`config.mk`:
```
export PLATFORM = sky130hd
export DESIGN_NAME = lcc_map_mem
export DESIGN_NICKNAME = d
export VERILOG_FILES = /design/src/rtl/lcc_pkg.sv /design/src/rtl/lcc_map_mem.sv
export SDC_FILE = /design/constraint.sdc
export NUM_CORES = 2
export LEC_CHECK = 0
export BUFFER_PORTS_ARGS = -buffer_cell sky130_fd_sc_hd__buf_2
export CAP_MARGIN = 10
export CORE_UTILIZATION = 45
export CTS_BUF_LIST = sky130_fd_sc_hd__clkbuf_8
export CTS_CLUSTER_DIAMETER = 60
export CTS_CLUSTER_SIZE = 16
export DETAILED_ROUTE_END_ITERATION = 6
export PLACE_DENSITY_LB_ADDON = 0.2
export SLEW_MARGIN = 30
export SYNTH_ARGS = -nofsm -noshare
export SYNTH_HDL_FRONTEND = slang
export SYNTH_SLANG_ARGS = --single-unit
export TNS_END_PERCENT = 100
```
`constraint.sdc`:
```
create_clock -name clk_i -period 7.98 [get_ports clk_i]
set_input_delay 0.798 -clock clk_i [delete_from_list [all_inputs] [get_ports clk_i]]
set_output_delay 0.798 -clock clk_i [all_outputs]
set_load 0.05 [all_outputs]
```
`src/rtl/lcc_pkg.sv`:
```
`default_nettype none

package lcc_pkg;

  // default grid size
  localparam int unsigned GRID_W_DEF = 64;
  localparam int unsigned GRID_H_DEF = 64;

  // field widths
  localparam int unsigned MM_W       = 13;
  localparam int unsigned CELL_W     = 6;
  localparam int unsigned INV_W      = 16;
  localparam int unsigned RAD_W      = 3;
  localparam int unsigned CFG_IDX_W  = 2;
  localparam int unsigned CFG_DATA_W = 16;

  // internal arithmetic
  localparam int unsigned COORD_W = 16;
  localparam int unsigned FRAC_W  = 16;
  localparam int unsigned PROD_W  = MM_W + 1 + INV_W;

  typedef logic signed [COORD_W-1:0] coord_t;
  typedef logic signed [MM_W-1:0]    mm_t;

  // configuration register indexes
  typedef logic [CFG_IDX_W-1:0] cfg_idx_t;
  localparam cfg_idx_t CFG_INV_RES  = 2'd0;
  localparam cfg_idx_t CFG_RADIUS_X = 2'd1;
  localparam cfg_idx_t CFG_RADIUS_Y = 2'd2;

  localparam logic [INV_W-1:0] INV_RES_RST = 16'd3277;
  localparam logic [RAD_W-1:0] RADIUS_RST  = 3'd1;

  // request actions
  localparam logic ACT_WRITE = 1'b0;
  localparam logic ACT_QUERY = 1'b1;

  // which coordinate a conversion belongs to
  typedef logic [1:0] conv_tag_t;
  localparam conv_tag_t CONV_SX = 2'd0;
  localparam conv_tag_t CONV_SY = 2'd1;
  localparam conv_tag_t CONV_TX = 2'd2;
  localparam conv_tag_t CONV_TY = 2'd3;

  typedef struct packed {
    logic      valid;
    conv_tag_t tag;
    mm_t       mm;
  } conv_req_t;

  typedef struct packed {
    logic      valid;
    conv_tag_t tag;
    coord_t    pos;
  } conv_rsp_t;

endpackage

`default_nettype wire

```
`src/rtl/lcc_map_mem.sv`:
```
`default_nettype none

module lcc_map_mem #(
  parameter  int unsigned GRID_W = lcc_pkg::GRID_W_DEF,
  parameter  int unsigned GRID_H = lcc_pkg::GRID_H_DEF,
  localparam int unsigned RA_W   = $clog2(GRID_H)
) (
  input  logic              clk_i,
  input  logic              we_i,
  input  logic [RA_W-1:0]   waddr_i,
  input  logic [GRID_W-1:0] wdata_i,
  input  logic              re_i,
  input  logic [RA_W-1:0]   raddr_i,
  output logic [GRID_W-1:0] rdata_o
);

  // one row of the map per word
  logic [GRID_W-1:0] mem [GRID_H];

  always_ff @(posedge clk_i) begin
    if (we_i) begin
      mem[waddr_i] <= wdata_i;
    end
  end

  always_ff @(posedge clk_i) begin
    if (re_i) begin
      rdata_o <= mem[raddr_i];
    end
  end

endmodule

`default_nettype wire

```
Yosys cells after proc, flatten, opt, wreduce, memory -nomap -nowiden
Memories as Yosys holds them, arrays and structs flattened. A register that Yosys moved wholly into a read port is not among the register bits.
Index checks and enable logic that the tools add are counted.

word-level totals
  RAM bits = 4096
  flip-flop bits (word level) = 0
  bits in read-only memories = 0
  input bits = 79
  memories = 1
  latch bits = 0
  word-level logic and storage cells = 3
  output and inout port bits = 64

memory list
  memory  words  width  rd ports  clocked after Yosys merged registers in  wr ports  RTL line           source
  mem     64     64     1         1                                        1         lcc_map_mem.sv:18  logic [GRID_W-1:0] mem [GRID_H];

operators by class
  div/mod/pow operators = 0
  muxes and demuxes = 2
  bitwise logic cells = 0
  magnitude comparators = 0
  shift-type cells = 0
  add/sub/neg operators = 0
  multipliers = 0
  reduce and logical (&&, ||, !) cells = 0
  eq/ne operators = 0

operators by type and width
  operator  number
  $mux W1   2

Longest topological paths before layout
  word-level depth = 2
  gate-level depth with buffers = 9
  gate-level depth less buffers = 5

Worst setup path after synthesis
No wires, ideal clock.

  kind = input to register
  start = input waddr_i[3]
  end = memory mem[48][0] in the netlist's numbering (enable)
  data arrival time = 5.670 ns
  library setup time = 0.564 ns
  slack = 1.746 ns
  stages = 4
  buffers on the path = 1
  required time = 7.416 ns
  cells stage by stage = clkbuf_1 > nor2b_1 > nand4b_1 > nor3_1

RTL lines
  item         RTL line           source
  from (decl)  lcc_map_mem.sv:10  input logic [RA_W-1:0] waddr_i,
  to (decl)    lcc_map_mem.sv:18

No word-level cell before the write port.

==> impl_metrics.ini <==
[sta]
period_needed_ns = 3.46
drv_slew = 0
fmax_mhz = 289
period_share = 0.433
finalClockSkew_ns = 0.0563
rsz0062_at_grt = false
tightest_slew_ns = 1.09
fin_tns_setup_ns = 0
hold_viol = 0
relSlewSlack = 0.276
final-setup-viol-count = 0

[synthesis]
synth_ff_type = edfxtp_1
synth_area_per_cell_sq_um = 23.8
synth_xor_area_frac = 0
synth.area.top_cells = edfxtp_1 80%, mux4_2 15%, mux2i_1 0.86%, a22oi_1 0.80%, buf_2 0.54%
synth_mux_area_frac = 0.156
yosysSeqAreaShare = 0.796
synth_largest_area_cell = edfxtp_1
synth-adder-area-share = 0
async_flop_share = 0
synthCells = 6598
synth-seq-cells = 4160
synth-warning-count = 0
yosys-top-cells-count = 4160 x edfxtp_1, 1024 x mux4_2, 170 x buf_2
synth_edf_count = 4160
yosys.cell_count.top_type = edfxtp_1
synth_cell_types = 32
synth.top_cell.area_share = 0.796
syn_nets = 6677
yosys.area_share.simple = 0.0123
synth_area_sq_mm = 0.157
synth_top_family_by_area = multiplexers
synth-compound-area-share = 0.0247

[critical_path]
arrival_ns = 4.31
reg2reg_slack_ns = 5.67
end_kind = flop
path_class = primary input to flop
startpoint_type = primary input
crit_required_ns = 8.83
cp_max_fo = 85

[placed_design]
dp_cells = 11200
hpwl_mm = 238
gp_congestion = 0.783
io_buffers = 142

[clock_network]
hold_buffers = 0
cts_tree = done
cts-htree-levels = 5
cts_setup_buffers = 0
cts.sinks = 4160
cts_buffers = 327
clock_path_buffers = 4
path_clk_slew_ns = 0.10
worstSkewPairLatency_ns = 1.12
clockRootBuffer = clkbuf_8
cts.repair.resized = 0

[power_and_ir_drop]
power_switching_mw = 8.50
p_seq_frac = 0.636
clockPowerShare = 0.308
ir_worst_vdd_mv = 0.185
internal-power_mw = 29.7
powerDensity_mw_per_mm2 = 223
p_leak_nw = 51.9
switching_share = 0.223
combPwrFrac = 0.056

[layout]
fill_cells = 27300
syn2layout_area_growth_pct = 9.00
final_cells = 11700
drive_gt1_frac = 0.275
finalNetCount = 7010

[floorplanning]
die_y_microns = 593
die-width_microns = 593
core-area_sq_mm = 0.347
io_pins = 143
start_util = 0.453
design.die.area_sq_mm = 0.351
rows = 216

[grt]
grt-ovfl-total = 0
track_usage = 0.249
antenna_found_initial = 26
grt_pass1_wl_mm = 605
grt_max_degree = 123
grt_pass1_vias = 74900

[routing]
avgViaCountPerCell = 6.38
drc_errors = 0
wl_mm = 437
dr.pass1.iters = 5
vias = 74400
postRouteAntennaNets = 0
wire_per_inst_microns = 37.5
drtIter0Drc = 9151

[worst_hold_path]
min_path_type = primary input to flop

[job]
maxCapViolCount = 0

[outcome]
status = complete, no violations
## logic make-up after synthesis
| logic type | after synthesis |
|---|---|
| and+or+nand+nor | 386 |
| DFF | 4160 |
| AOI/OAI and AO/OA | 504 |
| muxes | 1159 |
| buffers and inverters | 389 |
## path summary, 6_finish.rpt
path,from,endpoint,depth (start not counted)
setup / recovery,raddr_i[0],rdata_o[40],8
hold / removal,wdata_i[49],mem[5][49],1
setup reg to reg,mem[47][9],rdata_o[9],5
hold reg to reg,mem[63][16],rdata_o[16],4
## per-stage QoR
step	total power [mW]	hold WS (ns)	worst slack, ns	instance area (sq um)	util
floorplan	26.0	0.865	1.75	157000	-
global placement	26.9	0.911	3.33	164000	0.474
detailed placement	27.0	0.918	3.32	165000	0.475
CTS	38.5	0.127	4.55	171000	0.493
global route	39.2	0.0514	4.30	171000	0.493
finish	38.2	0.103	4.52	171000	0.493
## registers in the layout, summed over array words and instances, names as in the netlist
signal and count:
mem 4096, rdata_o 64
## critical path, cell delays in order
cell and delay [ns]:
buf_12 0.50, buf_12 0.41, buf_4 0.68, mux4_2 0.58, mux2i_1 0.20, o22ai_1 0.11, a41oi_1 0.40, a211oi_1 0.09
## layer usage
layer,global-route usage,vias to the layer above,share of wire
met2,0.414,3212,0.50
li1,-,28900,-
met5,0,-,0.00011
met3,0.0346,598,0.070
met1,0.348,41600,0.40
met4,0.0649,6,0.029
## power groups by stage
stage / clock, mW / sequential [mW] / combinational, mW
after CTS: 12.0 / 24.3 / 2.16
after global placement: 0 / 24.8 / 2.12
after global routing: 12.7 / 24.3 / 2.27
after detailed placement: 0 / 24.8 / 2.16
final: 11.7 / 24.3 / 2.15
after floorplan: 0 / 24.9 / 1.13
## layout make-up
class | instances | area, sq um | share of cell area
Antenna cell | 14 | 35.0 | 0.000205
Clock buffer | 342 | 4710 | 0.0275
Clock inverter | 118 | 1330 | 0.00774
Inverter | 19 | 71.3 | 0.000417
Multi-Input combinational cell | 2049 | 30800 | 0.180
Sequential cell | 4160 | 125000 | 0.730
Tap cell | 4578 | 5730 | 0.0335
Timing Repair Buffer | 374 | 3530 | 0.0206
## layout by cell type, fill, tap and decap left out, drive strengths merged
master / netlist / final
nand4b: 1 / 1
or3b: 1 / 1
a41oi: 26 / 26
clkinvlp: 0 / 22
o221ai: 38 / 38
mux4: 1024 / 1024
diode: 0 / 14
nand2: 58 / 58
o22ai: 83 / 83
a31oi: 18 / 18
nor2b: 28 / 28
nand3b: 2 / 2
clkbuf: 140 / 342
nand4: 2 / 2
nor3: 2 / 2
mux2i: 135 / 135
nor2: 112 / 112
bufinv: 0 / 22
a31o: 1 / 1
a22o: 88 / 88
or3: 29 / 29
inv: 19 / 63
or2: 28 / 28
buf: 230 / 374
and3: 64 / 64
nand3: 45 / 45
clkinv: 0 / 30
and2: 3 / 3
edfxtp: 4160 / 4160
nand2b: 11 / 11
a211oi: 63 / 63
a22oi: 168 / 168
a2bb2oi: 19 / 19
Note: power is estimated with default switching activity, not from simulation.
