`src/rtl/lcc_pkg.sv`:
```
`default_nettype none

package lcc_pkg;

  // default grid size
  localparam int unsigned GRID_W_DEF = 64;
  localparam int unsigned GRID_H_DEF = 64;

  // field widths
  localparam int unsigned MM_W       = 13;
  localparam int unsigned CELL_W     = 6;
  localparam int unsigned INV_W      = 16;
  localparam int unsigned RAD_W      = 3;
  localparam int unsigned CFG_IDX_W  = 2;
  localparam int unsigned CFG_DATA_W = 16;

  // internal arithmetic
  localparam int unsigned COORD_W = 16;
  localparam int unsigned FRAC_W  = 16;
  localparam int unsigned PROD_W  = MM_W + 1 + INV_W;

  typedef logic signed [COORD_W-1:0] coord_t;
  typedef logic signed [MM_W-1:0]    mm_t;

  // configuration register indexes
  typedef logic [CFG_IDX_W-1:0] cfg_idx_t;
  localparam cfg_idx_t CFG_INV_RES  = 2'd0;
  localparam cfg_idx_t CFG_RADIUS_X = 2'd1;
  localparam cfg_idx_t CFG_RADIUS_Y = 2'd2;

  localparam logic [INV_W-1:0] INV_RES_RST = 16'd3277;
  localparam logic [RAD_W-1:0] RADIUS_RST  = 3'd1;

  // request actions
  localparam logic ACT_WRITE = 1'b0;
  localparam logic ACT_QUERY = 1'b1;

  // which coordinate a conversion belongs to
  typedef logic [1:0] conv_tag_t;
  localparam conv_tag_t CONV_SX = 2'd0;
  localparam conv_tag_t CONV_SY = 2'd1;
  localparam conv_tag_t CONV_TX = 2'd2;
  localparam conv_tag_t CONV_TY = 2'd3;

  typedef struct packed {
    logic      valid;
    conv_tag_t tag;
    mm_t       mm;
  } conv_req_t;

  typedef struct packed {
    logic      valid;
    conv_tag_t tag;
    coord_t    pos;
  } conv_rsp_t;

endpackage

`default_nettype wire

```
`src/rtl/lcc_mm2cell.sv`:
```
`default_nettype none

module lcc_mm2cell #(
  parameter int unsigned HALF_X = lcc_pkg::GRID_W_DEF / 2,
  parameter int unsigned HALF_Y = lcc_pkg::GRID_H_DEF / 2
) (
  input  logic                        clk_i,
  input  logic                        rst_ni,
  input  lcc_pkg::conv_req_t          req_i,
  input  logic [lcc_pkg::INV_W-1:0]   inv_res_i,
  output lcc_pkg::conv_rsp_t          rsp_o
);
  import lcc_pkg::*;

  localparam int unsigned MAG_W = MM_W + 1;

  logic signed [MAG_W-1:0] mm_ext;
  logic [MAG_W-1:0]        mag;
  logic                    s1_valid_q;
  conv_tag_t               s1_tag_q;
  logic                    s1_neg_q;
  logic [PROD_W-1:0]       s1_prod_q;
  logic [PROD_W-1:0]       rnd;
  coord_t                  cells;
  coord_t                  signed_cells;
  coord_t                  half;
  conv_rsp_t               rsp_q;

  // magnitude of the millimetre value
  always_comb begin
    mm_ext = MAG_W'(req_i.mm);
    mag    = req_i.mm[MM_W-1] ? MAG_W'(-mm_ext) : MAG_W'(mm_ext);
  end

  // round half away from zero, restore sign, offset to the grid corner
  always_comb begin
    rnd          = s1_prod_q + PROD_W'(1 << (FRAC_W - 1));
    cells        = coord_t'(rnd[PROD_W-1:FRAC_W]);
    signed_cells = s1_neg_q ? -cells : cells;
    half         = (s1_tag_q == CONV_SY || s1_tag_q == CONV_TY) ?
                   coord_t'(HALF_Y) : coord_t'(HALF_X);
  end

  always_ff @(posedge clk_i or negedge rst_ni) begin
    if (!rst_ni) begin
      s1_valid_q <= 1'b0;
      s1_tag_q   <= CONV_SX;
      s1_neg_q   <= 1'b0;
      s1_prod_q  <= '0;
      rsp_q      <= '0;
    end else begin
      s1_valid_q  <= req_i.valid;
      s1_tag_q    <= req_i.tag;
      s1_neg_q    <= req_i.mm[MM_W-1];
      s1_prod_q   <= PROD_W'(mag) * PROD_W'(inv_res_i);
      rsp_q.valid <= s1_valid_q;
      rsp_q.tag   <= s1_tag_q;
      rsp_q.pos   <= signed_cells + half;
    end
  end

  assign rsp_o = rsp_q;

endmodule

`default_nettype wire

```
`config.mk`:
```
export PLATFORM = sky130hd
export DESIGN_NAME = lcc_mm2cell
export DESIGN_NICKNAME = d
export VERILOG_FILES = /design/src/rtl/lcc_pkg.sv /design/src/rtl/lcc_mm2cell.sv
export SDC_FILE = /design/constraint.sdc
export NUM_CORES = 1
export LEC_CHECK = 0
export BUFFER_PORTS_ARGS = -buffer_cell sky130_fd_sc_hd__buf_4
export CAP_MARGIN = 20
export CORE_AREA = 8 8 192 194
export CTS_BUF_LIST = sky130_fd_sc_hd__clkbuf_4 sky130_fd_sc_hd__clkbuf_8
export DETAILED_ROUTE_END_ITERATION = 16
export DIE_AREA = 0 0 200 202
export GPL_TIMING_DRIVEN = 0
export PLACE_DENSITY = 0.55
export SLEW_MARGIN = 40
export SYNTH_ARGS = -nofsm -noshare
export SYNTH_HDL_FRONTEND = slang
export SYNTH_SLANG_ARGS = --single-unit
```
`constraint.sdc`:
```
create_clock -name clk_i -period 3.8 [get_ports clk_i]
set_clock_uncertainty 0.2 [all_clocks]
set_input_delay 0.57 -clock clk_i [delete_from_list [all_inputs] [get_ports clk_i]]
set_output_delay 0.57 -clock clk_i [all_outputs]
set_load 0.005 [all_outputs]
```
# Yosys cells after proc, flatten, opt, wreduce, memory -nomap -nowiden
# Cells that the tools add are included.
[classes]
shifts = 0
n_lt_le_gt_ge = 0
eq_ne = 0
reduce_logical = 0
n_mux = 2
bitwise_logic = 0
add_sub_neg = 4
div_mod_pow = 0
n_mul = 1
[op_table]
columns = ["op", "count"]
rows = [
  ["adder 30 x 16 -> 30 bit (second input constant)", 1],
  ["multiplier 14 x 16 -> 30 bit", 1],
  ["adder 16 x 7 -> 16 bit (second input constant)", 1],
  ["2-to-1 mux 16 bit", 1],
  ["negation 14 -> 16 bit", 1],
  ["2-to-1 mux 14 bit", 1],
  ["negation 13 -> 14 bit", 1],
]
[totals]
in_bits = 34
output_inout_bits = 19
n_memories = 0
regBits = 53
elab_cells = 14
latchBits = 0
ramBits = 0
rom_bits = 0

# Longest topological paths before layout
[depth]
depth_word = 4
ltp_mapped = 28

# Worst setup path before layout
# Ideal clock, no wire load.
[synth_timing]
path_type = "input to register"
start = "in req_i[0] (netlist name)"
end = "reg s1_prod_q[29]"
setup_slack_ns = -3.451
path_buffers = 1
path_stages = 25
setup_time_ns = 0.080
t_required_ns = 3.520
arrival_ns = 6.971
path_cell_list = "inv_1 -> ha_1 -> nand2_1 -> or3_1 -> nor4_1 -> clkbuf_1 -> nand2_1 -> fa_1 -> fa_1 -> inv_1 -> fa_1 -> fa_1 -> fa_1 -> inv_1 -> fa_1 -> inv_1 -> ha_1 -> a21o_1 -> a21o_1 -> a21oi_1 -> o21a_1 -> a31o_2 -> o31ai_1 -> a221oi_1 -> xnor2_1"
[synth_between]
elab_chain_cells = 3
[synth_lines]
columns = ["item", "line_no", "rtl"]
rows = [
  ["from (decl)", "lcc_mm2cell.sv:9", "input lcc_pkg::conv_req_t req_i,"],
  ["negation 13 -> 14 bit", "lcc_mm2cell.sv:32", "mag = req_i.mm[MM_W-1] ? MAG_W'(-mm_ext) : MAG_W'(mm_ext);"],
  ["2-to-1 mux 14 bit *", "lcc_mm2cell.sv:32", ""],
  ["multiplier 14 x 16 -> 30 bit *", "lcc_mm2cell.sv:55", "s1_prod_q <= PROD_W'(mag) * PROD_W'(inv_res_i);"],
  ["to (signal assigned)", "lcc_mm2cell.sv:55", ""],
  ["to (decl)", "lcc_mm2cell.sv:22", "logic [PROD_W-1:0] s1_prod_q;"],
]
# Mark *: on every way between the ends. The rest lies on a longest branch, timed or not.

# Worst setup path after layout
[layout_timing]
start = "in req_i[0] (netlist name)"
end = "reg s1_prod_q[24]"
# Same word-level chain as after synthesis.

==> run metrics <==
Arr. time, crit path=6.97 ns; Top FF cell, synth=dfrtp_1; fin crit share=183%; DR pass1 iterations=5; failing checks=setup timing; share of cells above drive strength 1=22.5%; Distinct cells, synth=74; gr usage total=12.1%; Die X=200 microns; area of the multi-input gates=8210 sq um; number of port buffers=52; placement row count=68; DR vias=7,295; crit path max fanout=5; max_slew headroom=50.3%; cells after synthesis=1,017; worst setup path class=input port to register; Synth top area share=35.3%; most common cell after layout, fill and taps aside=inv_1; detailed-route DRC error count=0; Hold Fails Final Rpt=0; synthesis-stage register bit count=38; Hold-fix buffers, CTS=0; Core Region=33,900 sq um; fmax=0.144 GHz; first-pass GRT wire length=39,900 microns; H-tree depth=2; type of origin of the critical path=input port; via/cell ratio=4.55; Post-Layout Inst Area=11,800 sq um; Seq/Total Area, Yosys=10.2%; Worst path slowest cell=fa_1; Post-synth EDFFs=0; Routability Congestion=0.812; Worst Path Required=3.81 ns; Worst-Skew Late Latency=0.29 ns; critical path capture point type=register; Mapped Area=9300 sq um; worst setup margin=-3.16 ns; outcome=complete, but fails checks; root buffer cell=clkbuf_8; Max Cap Viol=0; Slew Limit Fails=0; TritonCTS clock tree=built; worst-margin pin slew=0.746 ns; die area=40,400 sq um; FILL cells=3,473; post-route ant nets=0; top post-synthesis cells by area=fa_1 35%, ha_1 13%, dfrtp_1 10%, inv_1 7.2%, nand2_1 6.1%; antenna cells=0; Avg Synthesized Cell Area=9.14 sq um; final-stage net count=1,443; 1st-iter DRT viols=334; Inserted Clock Buffers=5; register area=953 sq um; post-DR wirelength/cell=15.0 microns; total grt overflow=0; area leader, netlist=fa_1; die height=202 microns; vias in the first global route=7,868; antenna violations before repair=0; Area growth syn-to-layout=26.5%; # setup viols final=15; Hold Path Class=input port to async pin; most used cell, CP=fa_1; RSZ-0062 raised after global routing=yes; Syn. warnings=0; # IOs=53; placed inst area=10,600 sq um; fin crit period=6.96 ns; HPWL after DPL=19,100 microns; clk buf depth=2; Total Wirelength=24,000 microns; largest net degree at the start of global routing=39; ys async rst share=100%; CP max stage delay=0.55 ns; commonest cells after routing, fill and taps aside=165 x inv_1, 157 x fa_1, 138 x nand2_1; Worst-path clk slew=0.07 ns; Sinks on Clock Net=38; Initial Util=27.4%
## logic make-up (layout without fill, tap and decap cells)
family                     Yosys count  after routing  synth area share [%]
muxes                                2              2                 0.242
adders and majority gates          260            260                  48.2
and+or+nand+nor                    341            341                  19.1
xor gates and xnor gates            55             55                  5.26
DFF                                 38             38                  10.2
buffers and inverters              221            340                  9.18
other                                2             16                0.0808
AOI/OAI and AO/OA                   98             98                  7.67
## registers in the layout, summed over array words and instances, names as in the netlist
name	flops
s1_prod_q	15
rsp_o	19
s1_tag_q	2
s1_valid_q	1
s1_neg_q	1
## cell type report
cell class / instances / area share (%)
Buffer: 42 / 2.61
Clock buffer: 7 / 0.766
Clock inverter: 1 / 0.0426
Inverter: 179 / 5.86
Multi-Input combinational cell: 772 / 69.8
Sequential cell: 38 / 8.11
Tap cell: 455 / 4.84
Timing Repair Buffer: 111 / 7.93
## synth_stat cells, drive strengths merged, types with 5 or more instances
library cell / number
nor3: 7
fa: 164
nand2: 150
and2: 89
nand3: 15
ha: 96
a21oi: 18
or3: 12
xor2: 13
xnor2: 42
nor4: 5
a21o: 12
dfrtp: 38
buf: 8
nor2: 25
clkbuf: 34
o31ai: 7
o21ai: 16
o211ai: 7
a31oi: 5
nand4: 11
inv: 179
## final timing paths
| kind | cells after the start | slack [ns] | from | endpoint |
|---|---|---|---|---|
| setup reg to reg | 13 | 0.17 | s1_prod_q[15]$_DFF_PN0_ | rsp_o[15]$_DFF_PN0_ |
| hold / removal | 1 | 0.03 | rst_ni | rsp_o[17]$_DFF_PN0_ |
| min in group clk_i | 0 | 0.15 | s1_tag_q[1]$_DFF_PN0_ | rsp_o[17]$_DFF_PN0_ |
| hold reg to reg | 0 | 0.15 | s1_tag_q[1]$_DFF_PN0_ | rsp_o[17]$_DFF_PN0_ |
| max in group asynchronous | 1 | 3.02 | rst_ni | s1_prod_q[16]$_DFF_PN0_ |
| setup / recovery | 28 | -3.16 | req_i[0] | s1_prod_q[24]$_DFF_PN0_ |
## what timing repair did
action	CTS	global route
setup endpoints to repair	17	17
cloned	0	0
pin swaps	68	46
gates resized for setup	74	36
setup buffers	42	17
## metrics by stage
stage	std cells	setup TNS [ns]	utilization (%)	setup WS (ns)	hold slack, ns
finish	1605	-43.48	34.6	-3.16	0.0331
global route	1605	-46.05	34.6	-3.34	0.0768
CTS	1588	-43.98	33.8	-3.18	0.0477
detailed placement	1538	-56.27	31.4	-4.07	0.136
global placement	1538	-55.88	31.3	-4.00	0.132
floorplan	1031	-41.16	-	-2.98	0.0744
## critical path: cells and delay by family
| family | cells | cell delay (ns) |
|---|---|---|
| AND/OR/NAND/NOR | 4 | 0.84 |
| XOR/XNOR | 1 | 0.13 |
| buffers and inverters | 8 | 0.81 |
| AO/OA/AOI/OAI | 7 | 1.20 |
| adder cells (fa/ha/maj) | 8 | 3.40 |
## layer usage
layer,share of wire (%),global-route usage [%]
met5,0,0
met4,3.0,3.52
met3,3.3,1.38
met2,49,20.4
met1,45,16.1
Power is left out: the tool's default activity adds up to more than one toggle a clock period on the data nets, which glitch-free logic cannot reach.
